[src/sv/sacl_ram.sv]
// ----------------------------------------------------------------------------
// sacl_ram
// Simple dual-port synchronous RAM, one write and one registered read port.
// ----------------------------------------------------------------------------
`default_nettype none

module sacl_ram #(
  parameter int WIDTH = 8,
  parameter int DEPTH = 16
) (
  input  wire logic                     clk,
  input  wire logic                     we,
  input  wire logic [$clog2(DEPTH)-1:0] waddr,
  input  wire logic [WIDTH-1:0]         wdata,
  input  wire logic [$clog2(DEPTH)-1:0] raddr,
  output logic      [WIDTH-1:0]         rdata
);

  logic [WIDTH-1:0] mem [DEPTH];

  always_ff @(posedge clk) begin
    if (we) begin
      mem[waddr] <= wdata;
    end
  end

  always_ff @(posedge clk) begin
    rdata <= mem[raddr];
  end

endmodule

`default_nettype wire

[config.mk]
export PLATFORM = sky130hd
export DESIGN_NAME = sacl_ram
export DESIGN_NICKNAME = d
export VERILOG_FILES = /design/src/sv/sacl_ram.sv
export SDC_FILE = /design/constraint.sdc
export NUM_CORES = 1
export LEC_CHECK = 0
export BUFFER_PORTS_ARGS = -buffer_cell sky130_fd_sc_hd__buf_2
export CORE_ASPECT_RATIO = 0.5
export CORE_UTILIZATION = 25
export DETAILED_ROUTE_END_ITERATION = 10
export PLACE_DENSITY_LB_ADDON = 0.3
export SLEW_MARGIN = 40
export SYNTH_ARGS = -nofsm -noshare
export SYNTH_HDL_FRONTEND = slang
export SYNTH_SLANG_ARGS = --single-unit
[constraint.sdc]
create_clock -name clk -period 3.3 [get_ports clk]
set_input_delay 0.495 -clock clk [delete_from_list [all_inputs] [get_ports clk]]
set_output_delay 0.495 -clock clk [all_outputs]
set_load 0.03 [all_outputs]
Word-level counts from Yosys, hierarchy flattened:

Memory sizes are Yosys's and may differ from the RTL's. A register that Yosys moved wholly into a read port is not among the register bits.
Cells that the tools add are included.

* add/subtract/negate cells: 0
* multipliers: 0
* div/mod/pow operators: 0
* $lt $le $gt $ge: 0
* equal/unequal tests: 0
* shifts and indexed selects: 0
* muxes and demuxes: 2
* bitwise operators: 0
* reductions and logical operators: 0

Operators with widths (number)
* 2-to-1 mux 1 bit: 2

* flip-flop bits (word level): 0
* bits in latches: 0
* bits in writable memories: 128
* memory bits (read-only): 0
* input bits: 18
* output and inout bits: 8
* word-level logic and storage cells: 3
* memories kept: 1

Memories
* mem: depth 16, width 8, rd ports 1, clocked after memory_dff 1, write ports 1, RTL line 19 `logic [WIDTH-1:0] mem [DEPTH];`

Longest topological paths before layout:

* depth in word-level cells: 2
* gate-level depth with buffers: 5
* depth with buffers taken out: 3

Worst setup path before layout:

OpenSTA, ideal clock, no wires.

* path type: input -> register
* start: input waddr[2]
* end: memory mem[0][0], enable pin
* setup time: 0.383 ns
* data arrival time: 1.605 ns
* path slack: 1.312 ns
* cell stages on the path: 2
* buffers on the path: 0
* cells stage by stage: or3b_2 -> nor3_1

RTL lines
* start: declaration: RTL line 13 `input wire logic [$clog2(DEPTH)-1:0] waddr,`
* end: declaration: RTL line 19

Straight into the memory's write port.

==> results.md <==
* Status: finished clean
* Total number of vias at 2,370
* Global router's overall resource usage at 0.101
* Slew margin rel. at 0.455
* DRC errors left at 0
* Part of the Yosys area used for sequential elements at 0.778
* F_max at 545 MHz
* Initial Utilization at 0.260
* Number of fill cells at 1,893
* Unrepaired setup endpoints after global routing: no
* Synthesis Warnings at 0
* Max Root-Sink Buffers at 2
* Largest net degree at the start of global routing at 33
* Max-cap viol count at 0
* CP required at 3.59 ns
* Fin crit share at 0.556
* Power Density at 653 mW/mm^2
* Setup CP Type: in2reg
* Fin cells at 549
* Avg Inst Size Synth at 22.5 sq um
* Post-CTS Resized at 0
* Fin. Hold Viols at 0
* Synth Cell Area at 0.00515 sq mm
* Setup bufs post-CTS at 0
* Setup Total Neg Slack at 0 ns
* Number of buffers created by CTS at 17
* Total gr overflow at 0
* Flops & latches, synth at 136
* Via density at 4.32
* Fin crit period at 1.83 ns
* First-pass GRT wire length at 14,800 um
* Fin nets at 287
* WL final at 10,100 um
* CP Capture Type: flip-flop
* CTS tree: yes
* Clock Latency Late Sink at 0.40 ns
* Initial antenna violation count at 1
* H-Tree Level Count at 4
* Yosys cell types at 19
* HP Class: in2reg
* Slew at the pin closest to its max-slew limit at 0.816 ns
* GP Congestion at 0.726
* Setup-failing EPs final at 0
* Hold-fix buffer count after cts at 0
* Number of cell rows at 36
* Max IR drop VDD at 0.000314 V
* Startpoint Class: input port
* R2r setup slk at 1.89 ns
* Crit path max fanout at 23
* CTS root buffer: clkbuf_16
* Commonest non-fill, non-tap cell in the layout: edfxtp_1
* Worst EP arrival at 2.12 ns
* Post-Syn Nets at 247
* Routed length per instance at 18.5 um
* PortBufs at 25
* # placed instances at 516
* DR iter-0 viols at 186
* I/O pins at 26
* Commonest cells after routing, fill and taps aside: edfxtp_1, buf_2, mux4_2
* Core area at 0.0198 sq mm
* Clock transition at path regs at 0.06 ns
* Leak at 2.02 nW
* Vias in the first global route at 2,443
* Die W at 205 um
* Syn-to-layout area delta at 20.6%
* Synth Instances at 229
* Die height at 103 um
* Die ar. at 0.0212 sq mm
* Drt first pass iters at 4
* Num Clock Sinks at 136
* Share of cells above drive strength 1 at 0.326
* Post-route ant nets at 0
* HPWL Detailed at 6490 um
* Layout Skew at 0.00970 ns
* Max-slew violations at 0
## area by class of cell
type	instances	area (sq um)	area share
antenna	1	2.50	0.000403
clock buffer	20	467	0.0752
timing repair buffer	31	170	0.0274
tap	266	333	0.0536
multi-input combinational	83	1080	0.174
sequential	136	4000	0.645
clock inverter	12	149	0.0240
## power by group
part,switching [mW],internal [mW]
Combinational,0.127,0.0717
Sequential,0.0107,1.93
Clock,0.669,1.24
Total,0.806,3.25
## flip-flops by register name, indices dropped and copies added (netlist names)
name / flops
mem: 128
rdata: 8
## final timing paths
check             depth (start not counted)       start          to
setup / recovery                          6    raddr[0]    rdata[1]
hold / removal                            1    wdata[5]  mem[15][5]
setup reg to reg                          3   mem[1][3]    rdata[3]
hold reg to reg                           3  mem[15][2]    rdata[2]
## routing by layer
metal | GRT usage | vias up | wire [um]
met3 | 0.0279 | 11 | 435
met2 | 0.172 | 44 | 5120
met4 | 0.0399 | 0 | 125
li1 | - | 1058 | -
met5 | 0 | - | 0
met1 | 0.123 | 1257 | 4460
## cells by family (layout without fill, tap and decap cells)
logic type | Yosys count | count (layout) | synth area share
flip-flops | 136 | 136 | 0.778
AO/OA/AOI/OAI | 16 | 16 | 0.0233
AND/OR/NAND/NOR | 35 | 35 | 0.0318
buffers and inverters | 10 | 63 | 0.0168
other | 0 | 1 | 0
multiplexers | 32 | 32 | 0.150
## per-stage QoR
| stage | cell area [sq um] | setup slack (ns) | power, mW | hold slack (ns) | utilization |
|---|---|---|---|---|---|
| 6_report | 6210 | 1.47 | 4.05 | 0.484 | 0.313 |
| 5_1_grt | 6200 | 1.30 | 4.18 | 0.479 | 0.313 |
| 4_1_cts | 6190 | 1.45 | 4.09 | 0.474 | 0.312 |
| 3_5_place_dp | 5570 | 1.02 | 2.18 | 0.658 | 0.281 |
| 3_3_place_gp | 5560 | 1.04 | 2.17 | 0.657 | 0.281 |
| 2_1_floorplan | 5150 | 1.31 | 2.10 | 0.594 | - |
## synthesized netlist by cell type
cell             count  area, sq um
nand2_1              9         33.8
nand2b_1             2         12.5
nand3_1              1         5.00
nor3_1               4         20.0
buf_4                1         7.51
dfxtp_1              8          160
buf_2                3         15.0
buf_6                3         33.8
and2_1               1         6.26
mux4_1              14          368
and2b_1              1         7.51
or3b_2               1         8.76
mux4_2              18          405
nand3b_1             2         15.0
nor2_1              13         48.8
a22oi_1             16          120
nor2b_1              1         6.26
edfxtp_1           128         3840
clkdlybuf4s25_2      3         30.0
## worst max-delay path: stages
cell     delay [ns]
buf_2          0.08
buf_4          0.39
buf_4          0.31
mux4_1         0.56
a22oi_1        0.21
nand2_1        0.06
No activity file was read; power rests on OpenSTA's default activity.
