<file path="src/sv/sacl_pkg.sv">
// ----------------------------------------------------------------------------
// sacl_pkg
// Shared constants and types of the set-associative LRU cache lookup unit.
// ----------------------------------------------------------------------------
`default_nettype none

package sacl_pkg;

  localparam int MAX_SETS      = 1024;
  localparam int WAYS          = 8;
  localparam int ADDR_W        = 32;
  localparam int WAY_W         = 3;
  localparam int STAMP_W       = 32;
  localparam int BLK_LOG2_MIN  = 2;
  localparam int BLK_LOG2_MAX  = 6;
  localparam int TAG_W         = ADDR_W - BLK_LOG2_MIN;
  localparam int SETS_LOG2_MAX = $clog2(MAX_SETS + 1) - 1;
  localparam int SET_AW        = (SETS_LOG2_MAX > 0) ? SETS_LOG2_MAX : 1;
  localparam int ROWS          = 1 << SET_AW;

  localparam int CFG_IDX_W  = 2;
  localparam int CFG_DATA_W = 4;

  localparam logic [CFG_IDX_W-1:0] REG_BLOCK_BYTES_LOG2 = 2'd0;
  localparam logic [CFG_IDX_W-1:0] REG_SETS_LOG2        = 2'd1;
  localparam logic [CFG_IDX_W-1:0] REG_WAYS_IN_USE      = 2'd2;

  typedef enum logic [1:0] {
    ST_CLEAR,
    ST_IDLE,
    ST_LOOKUP
  } state_t;

  // one set of the tag store
  typedef struct packed {
    logic [WAYS-1:0]              valid;
    logic [WAYS-1:0][TAG_W-1:0]   tag;
    logic [WAYS-1:0][STAMP_W-1:0] stamp;
  } row_t;

  typedef struct packed {
    logic             miss;
    logic [WAY_W-1:0] way;
  } sel_t;

endpackage

`default_nettype wire

</file>
<file path="src/sv/sacl_way_sel.sv">
// ----------------------------------------------------------------------------
// sacl_way_sel
// Hit search, invalid-way pick and LRU victim pick over one set.
// ----------------------------------------------------------------------------
`default_nettype none

module sacl_way_sel (
  input  wire sacl_pkg::row_t                    row,
  input  wire logic [sacl_pkg::TAG_W-1:0]        tag,
  input  wire logic [sacl_pkg::WAYS-1:0]         in_use,
  output sacl_pkg::sel_t                         sel
);

  logic [sacl_pkg::WAYS-1:0]  hit_vec;
  logic [sacl_pkg::WAYS-1:0]  inv_vec;
  logic [sacl_pkg::WAYS-1:0]  lru_vec;
  logic [sacl_pkg::WAY_W-1:0] hit_way;
  logic [sacl_pkg::WAY_W-1:0] inv_way;
  logic [sacl_pkg::WAY_W-1:0] lru_way;

  // pairwise stamp compares; lowest way wins ties
  always_comb begin
    for (int i = 0; i < sacl_pkg::WAYS; i++) begin
      hit_vec[i] = in_use[i] && row.valid[i] && (row.tag[i] == tag);
      inv_vec[i] = in_use[i] && !row.valid[i];
      lru_vec[i] = in_use[i];
      for (int j = 0; j < sacl_pkg::WAYS; j++) begin
        if (in_use[j] && j < i && !(row.stamp[i] < row.stamp[j])) begin
          lru_vec[i] = 1'b0;
        end
        if (in_use[j] && j > i && (row.stamp[j] < row.stamp[i])) begin
          lru_vec[i] = 1'b0;
        end
      end
    end
  end

  always_comb begin
    hit_way = '0;
    lru_way = '0;
    inv_way = '0;
    for (int i = sacl_pkg::WAYS - 1; i >= 0; i--) begin
      if (hit_vec[i]) begin
        hit_way = sacl_pkg::WAY_W'(i);
      end
      if (lru_vec[i]) begin
        lru_way = sacl_pkg::WAY_W'(i);
      end
    end
    for (int i = 0; i < sacl_pkg::WAYS; i++) begin
      if (inv_vec[i]) begin
        inv_way = sacl_pkg::WAY_W'(i);
      end
    end
  end

  always_comb begin
    sel.miss = !(|hit_vec);
    if (|hit_vec) begin
      sel.way = hit_way;
    end else if (|inv_vec) begin
      sel.way = inv_way;
    end else begin
      sel.way = lru_way;
    end
  end

endmodule

`default_nettype wire

</file>
<file path="config.mk">
export PLATFORM = sky130hd
export DESIGN_NAME = sacl_way_sel
export DESIGN_NICKNAME = d
export VERILOG_FILES = /design/src/sv/sacl_pkg.sv /design/src/sv/sacl_way_sel.sv
export SDC_FILE = /design/constraint.sdc
export NUM_CORES = 1
export LEC_CHECK = 0
export BUFFER_PORTS_ARGS = -buffer_cell sky130_fd_sc_hd__buf_2
export CORE_MARGIN = 2
export CORE_UTILIZATION = 30
export DETAILED_ROUTE_END_ITERATION = 8
export SLEW_MARGIN = 0
export SYNTH_ARGS = -nofsm -noshare
export SYNTH_HDL_FRONTEND = slang
export SYNTH_SLANG_ARGS = --single-unit
</file>
<file path="constraint.sdc">
create_clock -name vclk -period 4.5
set_input_delay 0.675 -clock vclk [all_inputs]
set_output_delay 0.675 -clock vclk [all_outputs]
set_load 0.01 [all_outputs]
</file>
**Word-level counts from Yosys, hierarchy flattened**

Cells that the tools add are included.

- Logic and storage cells: 236
- Input port bits: 542
- Register bits after elaboration: 0
- Output and inout port bits: 4

- Reductions and logical operators: 119
- Mux-type cells: 81
- $lt $le $gt $ge: 28
- Eq/ne operators: 8

Operators with widths:

| operator | count |
|---|---|
| 32-bit < comparator | 28 |
| 30-bit equality test | 8 |
| 1-bit logical AND | 80 |
| 3-bit two-way mux | 24 |
| 1-bit two-way mux | 57 |
| 1-bit logical NOT | 37 |
| 8-bit OR reduction | 2 |

**Longest topological paths before layout**

- Word-level depth: 20
- Mapped depth: 12
- Gate-level depth less buffers: 12

**Worst setup path before layout**

No wires, ideal clock.

- Path kind: input to output
- Start: input port row[145] (netlist name)
- End: output port sel[2] (netlist name)
- Arrival time: 3.150 ns
- Path buffers: 0
- Stages: 12
- Setup slack: 0.675 ns
- Required time: 3.825 ns
- Path through: inv_1 ha_1 a21o_1 a221o_1 a221oi_2 o221ai_1 a31oi_1 o21ai_0 or4b_1 o22ai_2 o21ai_1 a211oi_2

RTL lines:

| element | RTL line | text |
|---|---|---|
| start: declaration | sacl_way_sel.sv:8 | `input wire sacl_pkg::row_t row,` |
| end: declaration | sacl_way_sel.sv:11 | `output sacl_pkg::sel_t sel` |

==> impl_results.html <==
<table>
<tr><th>Metric</th><th>Value</th></tr>
<tr><th colspan="2">Die</th></tr>
<tr><td>Floorplan die width</td><td>~280 µm</td></tr>
<tr><td>Number of ports placed on the die boundary</td><td>546</td></tr>
<tr><td>Total core area</td><td>74,400 µm²</td></tr>
<tr><td>Die outline height</td><td>approximately 280 µm</td></tr>
<tr><td>Initial Utilization</td><td>~30%</td></tr>
<tr><td>Number of placement rows</td><td>100</td></tr>
<tr><td>Die Area</td><td>roughly 77,000 µm²</td></tr>
<tr><th colspan="2">Yosys</th></tr>
<tr><td>Synthesis Warnings</td><td>0</td></tr>
<tr><td>Combinational family with the most area after synthesis</td><td>adder cells</td></tr>
<tr><td>Mux share of post-synthesis cell area</td><td>0%</td></tr>
<tr><td>Number of instances in the synthesized netlist</td><td>2,875</td></tr>
<tr><td>Area fraction of the dominant cell type after synthesis</td><td>48.1%</td></tr>
<tr><td>Number of library cell types mapped by synthesis</td><td>69</td></tr>
<tr><td>XOR/XNOR share of the synthesized area</td><td>9.24%</td></tr>
<tr><td>Total standard cell area after synthesis</td><td>between 20,000 and 25,000 µm²</td></tr>
<tr><td>Number of nets produced by synthesis</td><td>4,285</td></tr>
<tr><td>Post-synthesis share of cell area spent on full adders, half adders and majority gates</td><td>48.1%</td></tr>
<tr><td>Synth area leaders</td><td>sky130_fd_sc_hd__ha_1 48%, sky130_fd_sc_hd__a21oi_1 5.9%, sky130_fd_sc_hd__xnor2_1 4.6%, sky130_fd_sc_hd__xor2_1 4.6%, sky130_fd_sc_hd__inv_1 4.2%</td></tr>
<tr><td>Seq/Total Area, Yosys</td><td>0%</td></tr>
<tr><td>Area fraction in compound gates after synthesis</td><td>between 20% and 30%</td></tr>
<tr><td>Average size of a mapped cell</td><td>a little under 8 µm²</td></tr>
<tr><td>Fraction of the mapped netlist area in simple logic gates</td><td>15.8%</td></tr>
<tr><td>Cell type with the highest aggregate area in the netlist</td><td>sky130_fd_sc_hd__ha_1</td></tr>
<tr><th colspan="2">Worst hold path</th></tr>
<tr><td>Class of the most critical hold timing path</td><td>primary input to primary output</td></tr>
<tr><th colspan="2">STA</th></tr>
<tr><td>Hold Vio Cnt, Final</td><td>0</td></tr>
<tr><td>Max Fclk</td><td>217 MHz</td></tr>
<tr><td>Setup repair after global routing missed its margin</td><td>yes</td></tr>
<tr><td>Post-route setup slack</td><td>-106 ps</td></tr>
<tr><td>Period utilization</td><td>102%</td></tr>
<tr><td># setup viols final</td><td>3</td></tr>
<tr><td>Transition time of the tightest slew-check pin</td><td>823 ps</td></tr>
<tr><td>Shortest clock period the worst path allows after layout</td><td>between 4000 and 5000 ps</td></tr>
<tr><td>Normalized max-slew margin</td><td>between 40 and 50%</td></tr>
<tr><td>Final-report max-slew violation count</td><td>0</td></tr>
<tr><td>Worst slack on hold paths</td><td>2010 ps</td></tr>
<tr><th colspan="2">Worst setup path</th></tr>
<tr><td>Kind of start point of the critical path</td><td>primary input</td></tr>
<tr><td>Data required time of the critical path</td><td>3830 ps</td></tr>
<tr><td>Slowest cell on the critical path</td><td>sky130_fd_sc_hd__or4b_4</td></tr>
<tr><td>CP startpoint</td><td>row[87]</td></tr>
<tr><td>Ordered cell list for the critical path</td><td>buf_2, clkinvlp_4, buf_4, ha_1, a21oi_1, o21ai_2, a21oi_1, buf_4, nor4_2, buf_4, o41ai_4, a21oi_1, or4b_4, o22ai_4, o21ai_4, a211oi_4, buf_2</td></tr>
<tr><td>Slowest cell delay on critical path</td><td>between 500 and 600 ps</td></tr>
<tr><td>Cell class contributing the biggest share of worst-path delay</td><td>compound AO/OA/AOI/OAI gates</td></tr>
<tr><td>Crit path capture</td><td>sel[2]</td></tr>
<tr><td>Stages on the worst setup path</td><td>17</td></tr>
<tr><td>Arrival time worst endpoint</td><td>3930 ps</td></tr>
<tr><td>Crit path buffers/inverters</td><td>6</td></tr>
<tr><td>Largest driver fanout on the critical path</td><td>4</td></tr>
<tr><td>CP endpoint kind</td><td>primary output</td></tr>
<tr><td>Setup Crit Path Kind</td><td>primary input to primary output</td></tr>
<tr><th colspan="2">Run</th></tr>
<tr><td>Number of violations of the max-capacitance limit</td><td>0</td></tr>
<tr><th colspan="2">Power</th></tr>
<tr><td>Static Leak</td><td>0.0159 µW</td></tr>
<tr><td>Worst IR drop on VDD</td><td>just under 0.00005 V</td></tr>
<tr><td>Power density over the cells</td><td>approximately 110 nW/µm²</td></tr>
<tr><th colspan="2">Final layout</th></tr>
<tr><td>Leading cell types in the layout, fill and taps excluded</td><td>850 x sky130_fd_sc_hd__ha_1, 535 x sky130_fd_sc_hd__buf_2, 466 x sky130_fd_sc_hd__buf_4, 254 x sky130_fd_sc_hd__a21oi_1, 224 x sky130_fd_sc_hd__inv_1</td></tr>
<tr><td>Area grow syn2layout</td><td>37.7%</td></tr>
<tr><td>Most frequent standard cell in the layout excluding fill and tap cells</td><td>sky130_fd_sc_hd__ha_1</td></tr>
<tr><td>Count of non-filler cells in the finished layout</td><td>~4,800</td></tr>
<tr><td>Clock tree buffer count of the final layout</td><td>0</td></tr>
<tr><td>Number of sequential cells</td><td>0</td></tr>
<tr><td>Fin nets</td><td>5,273</td></tr>
<tr><td>Fraction of final layout cells sized beyond drive strength 1</td><td>between 30 and 40%</td></tr>
<tr><td>Area used by sequential logic in the layout</td><td>0 µm²</td></tr>
<tr><th colspan="2">Route</th></tr>
<tr><td>WL met1</td><td>50,800 µm</td></tr>
<tr><td>First drt pass iteration count</td><td>5</td></tr>
<tr><td>Detailed route wirelength on metal3</td><td>8090 µm</td></tr>
<tr><td>Met2 wire length</td><td>53,200 µm</td></tr>
<tr><td>Via-to-Cell Ratio</td><td>5.66</td></tr>
<tr><td>Routed Wire Length</td><td>119,000 µm</td></tr>
<tr><td>Average wire per standard cell</td><td>about 25 µm</td></tr>
<tr><td>Top Layer Used</td><td>met5</td></tr>
<tr><td>Total DRC errors in the routed layout</td><td>0</td></tr>
<tr><td>Antenna-violating nets left</td><td>0</td></tr>
<tr><td>Number of DRC markers after the initial detailed-route iteration</td><td>roughly 2,300</td></tr>
<tr><td>Vias after detailed routing</td><td>about 27,000</td></tr>
<tr><th colspan="2">Global route</th></tr>
<tr><td>Wire length of the first global-routing pass</td><td>roughly 170,000 µm</td></tr>
<tr><td>Initial antenna violation count</td><td>13</td></tr>
<tr><td>Combined global-route utilization of all metal layers</td><td>29.5%</td></tr>
<tr><td>Sum of overflow across all layers after global routing</td><td>0</td></tr>
<tr><td>Number of global-route vias before repair</td><td>~27,000</td></tr>
<tr><td>Maximum number of pins on one net before global-route repair</td><td>12</td></tr>
<tr><th colspan="2">Place</th></tr>
<tr><td>Cell Count Post-Placement</td><td>4,784</td></tr>
<tr><td>DPL Wire Length</td><td>105,000 µm</td></tr>
<tr><td>Final weighted congestion in routability-driven placement</td><td>1.00</td></tr>
<tr><td>Port-buffer cells</td><td>546</td></tr>
<tr><th colspan="2">Status</th></tr>
<tr><td>Status</td><td>finished with violations</td></tr>
<tr><td>Violations in the final reports</td><td>negative setup slack</td></tr>
<tr><th colspan="2">Clocking</th></tr>
<tr><td>Quantity of hold-fixing buffers added after cts</td><td>0</td></tr>
</table>
==> cells in the mapped netlist (33+ instances only) <==
master                     count
sky130_fd_sc_hd__a21o_1       52
sky130_fd_sc_hd__a21oi_1     268
sky130_fd_sc_hd__nor3_1       35
sky130_fd_sc_hd__o21ai_0     170
sky130_fd_sc_hd__ha_1        868
sky130_fd_sc_hd__nor2_1      108
sky130_fd_sc_hd__clkbuf_1     33
sky130_fd_sc_hd__nand3_1      75
sky130_fd_sc_hd__a211oi_1     52
sky130_fd_sc_hd__xor2_1      119
sky130_fd_sc_hd__inv_1       253
sky130_fd_sc_hd__nor4_1       56
sky130_fd_sc_hd__nand2_1     177
sky130_fd_sc_hd__nand4_1     150
sky130_fd_sc_hd__xnor2_1     119
==> how the worst min path moves through the flow <==
stage                  start      to  slack (ps)  cells after the start
detailed placement  row[503]  sel[0]        2000                      6
global route        row[503]  sel[0]        2090                      6
CTS                 row[503]  sel[0]        2010                      6
global placement    row[503]  sel[0]        2010                      6
finish              row[503]  sel[0]        2010                      6
floorplan           row[502]  sel[0]        1680                      4
==> cells by family (layout without fill, tap and decap cells) <==
logic type,count (synthesis),count (layout)
AO/OA/AOI/OAI,786,786
other,0,7
adder cells (fa/ha/maj),868,868
XOR/XNOR,238,238
buffers and inverters,288,1274
AND/OR/NAND/NOR,695,695
==> metal layers <==
layer	vias up	global-route usage, %
met4	8	14.6
li1	13037	-
met1	12804	37.8
met3	272	3.39
met2	1247	49.1
met5	-	0
==> power breakdown <==
part	total, µW	switching, µW	internal (µW)
clock network	0.000209	0	0.000209
logic	3400	1940	1460
registers	0	0	0
==> metrics by stage <==
| stage | instance area [µm²] | power (µW) | util (%) | setup slack (ps) | setup TNS, ps |
|---|---|---|---|---|---|
| floorplan | 22600 | 1570 | - | 675 | 0 |
| global placement | 29700 | 3070 | 39.8 | -861 | -2350 |
| detailed placement | 29700 | 3100 | 39.8 | -824 | -2260 |
| CTS | 30500 | 3250 | 41.0 | -30.5 | -33.0 |
| global route | 31100 | 3720 | 41.7 | -214 | -547 |
| finish | 31100 | 3400 | 41.7 | -106 | -214 |
==> final cells by class <==
cell class / count / area [µm²]
fillers: 7749 / 43400
multi-input cells: 2587 / 22400
repair buffers: 1020 / 6440
well taps: 969 / 1210
inverters: 254 / 1010
diodes: 7 / 17.5
==> timing repair <==
action / CTS / global route
pin swaps: 61 / 46
gates resized for setup: 159 / 83
cloned: 0 / 0
endpoints found under the setup margin: 3 / 3
setup buffers: 26 / 21
(Power assumes the default switching activity.)
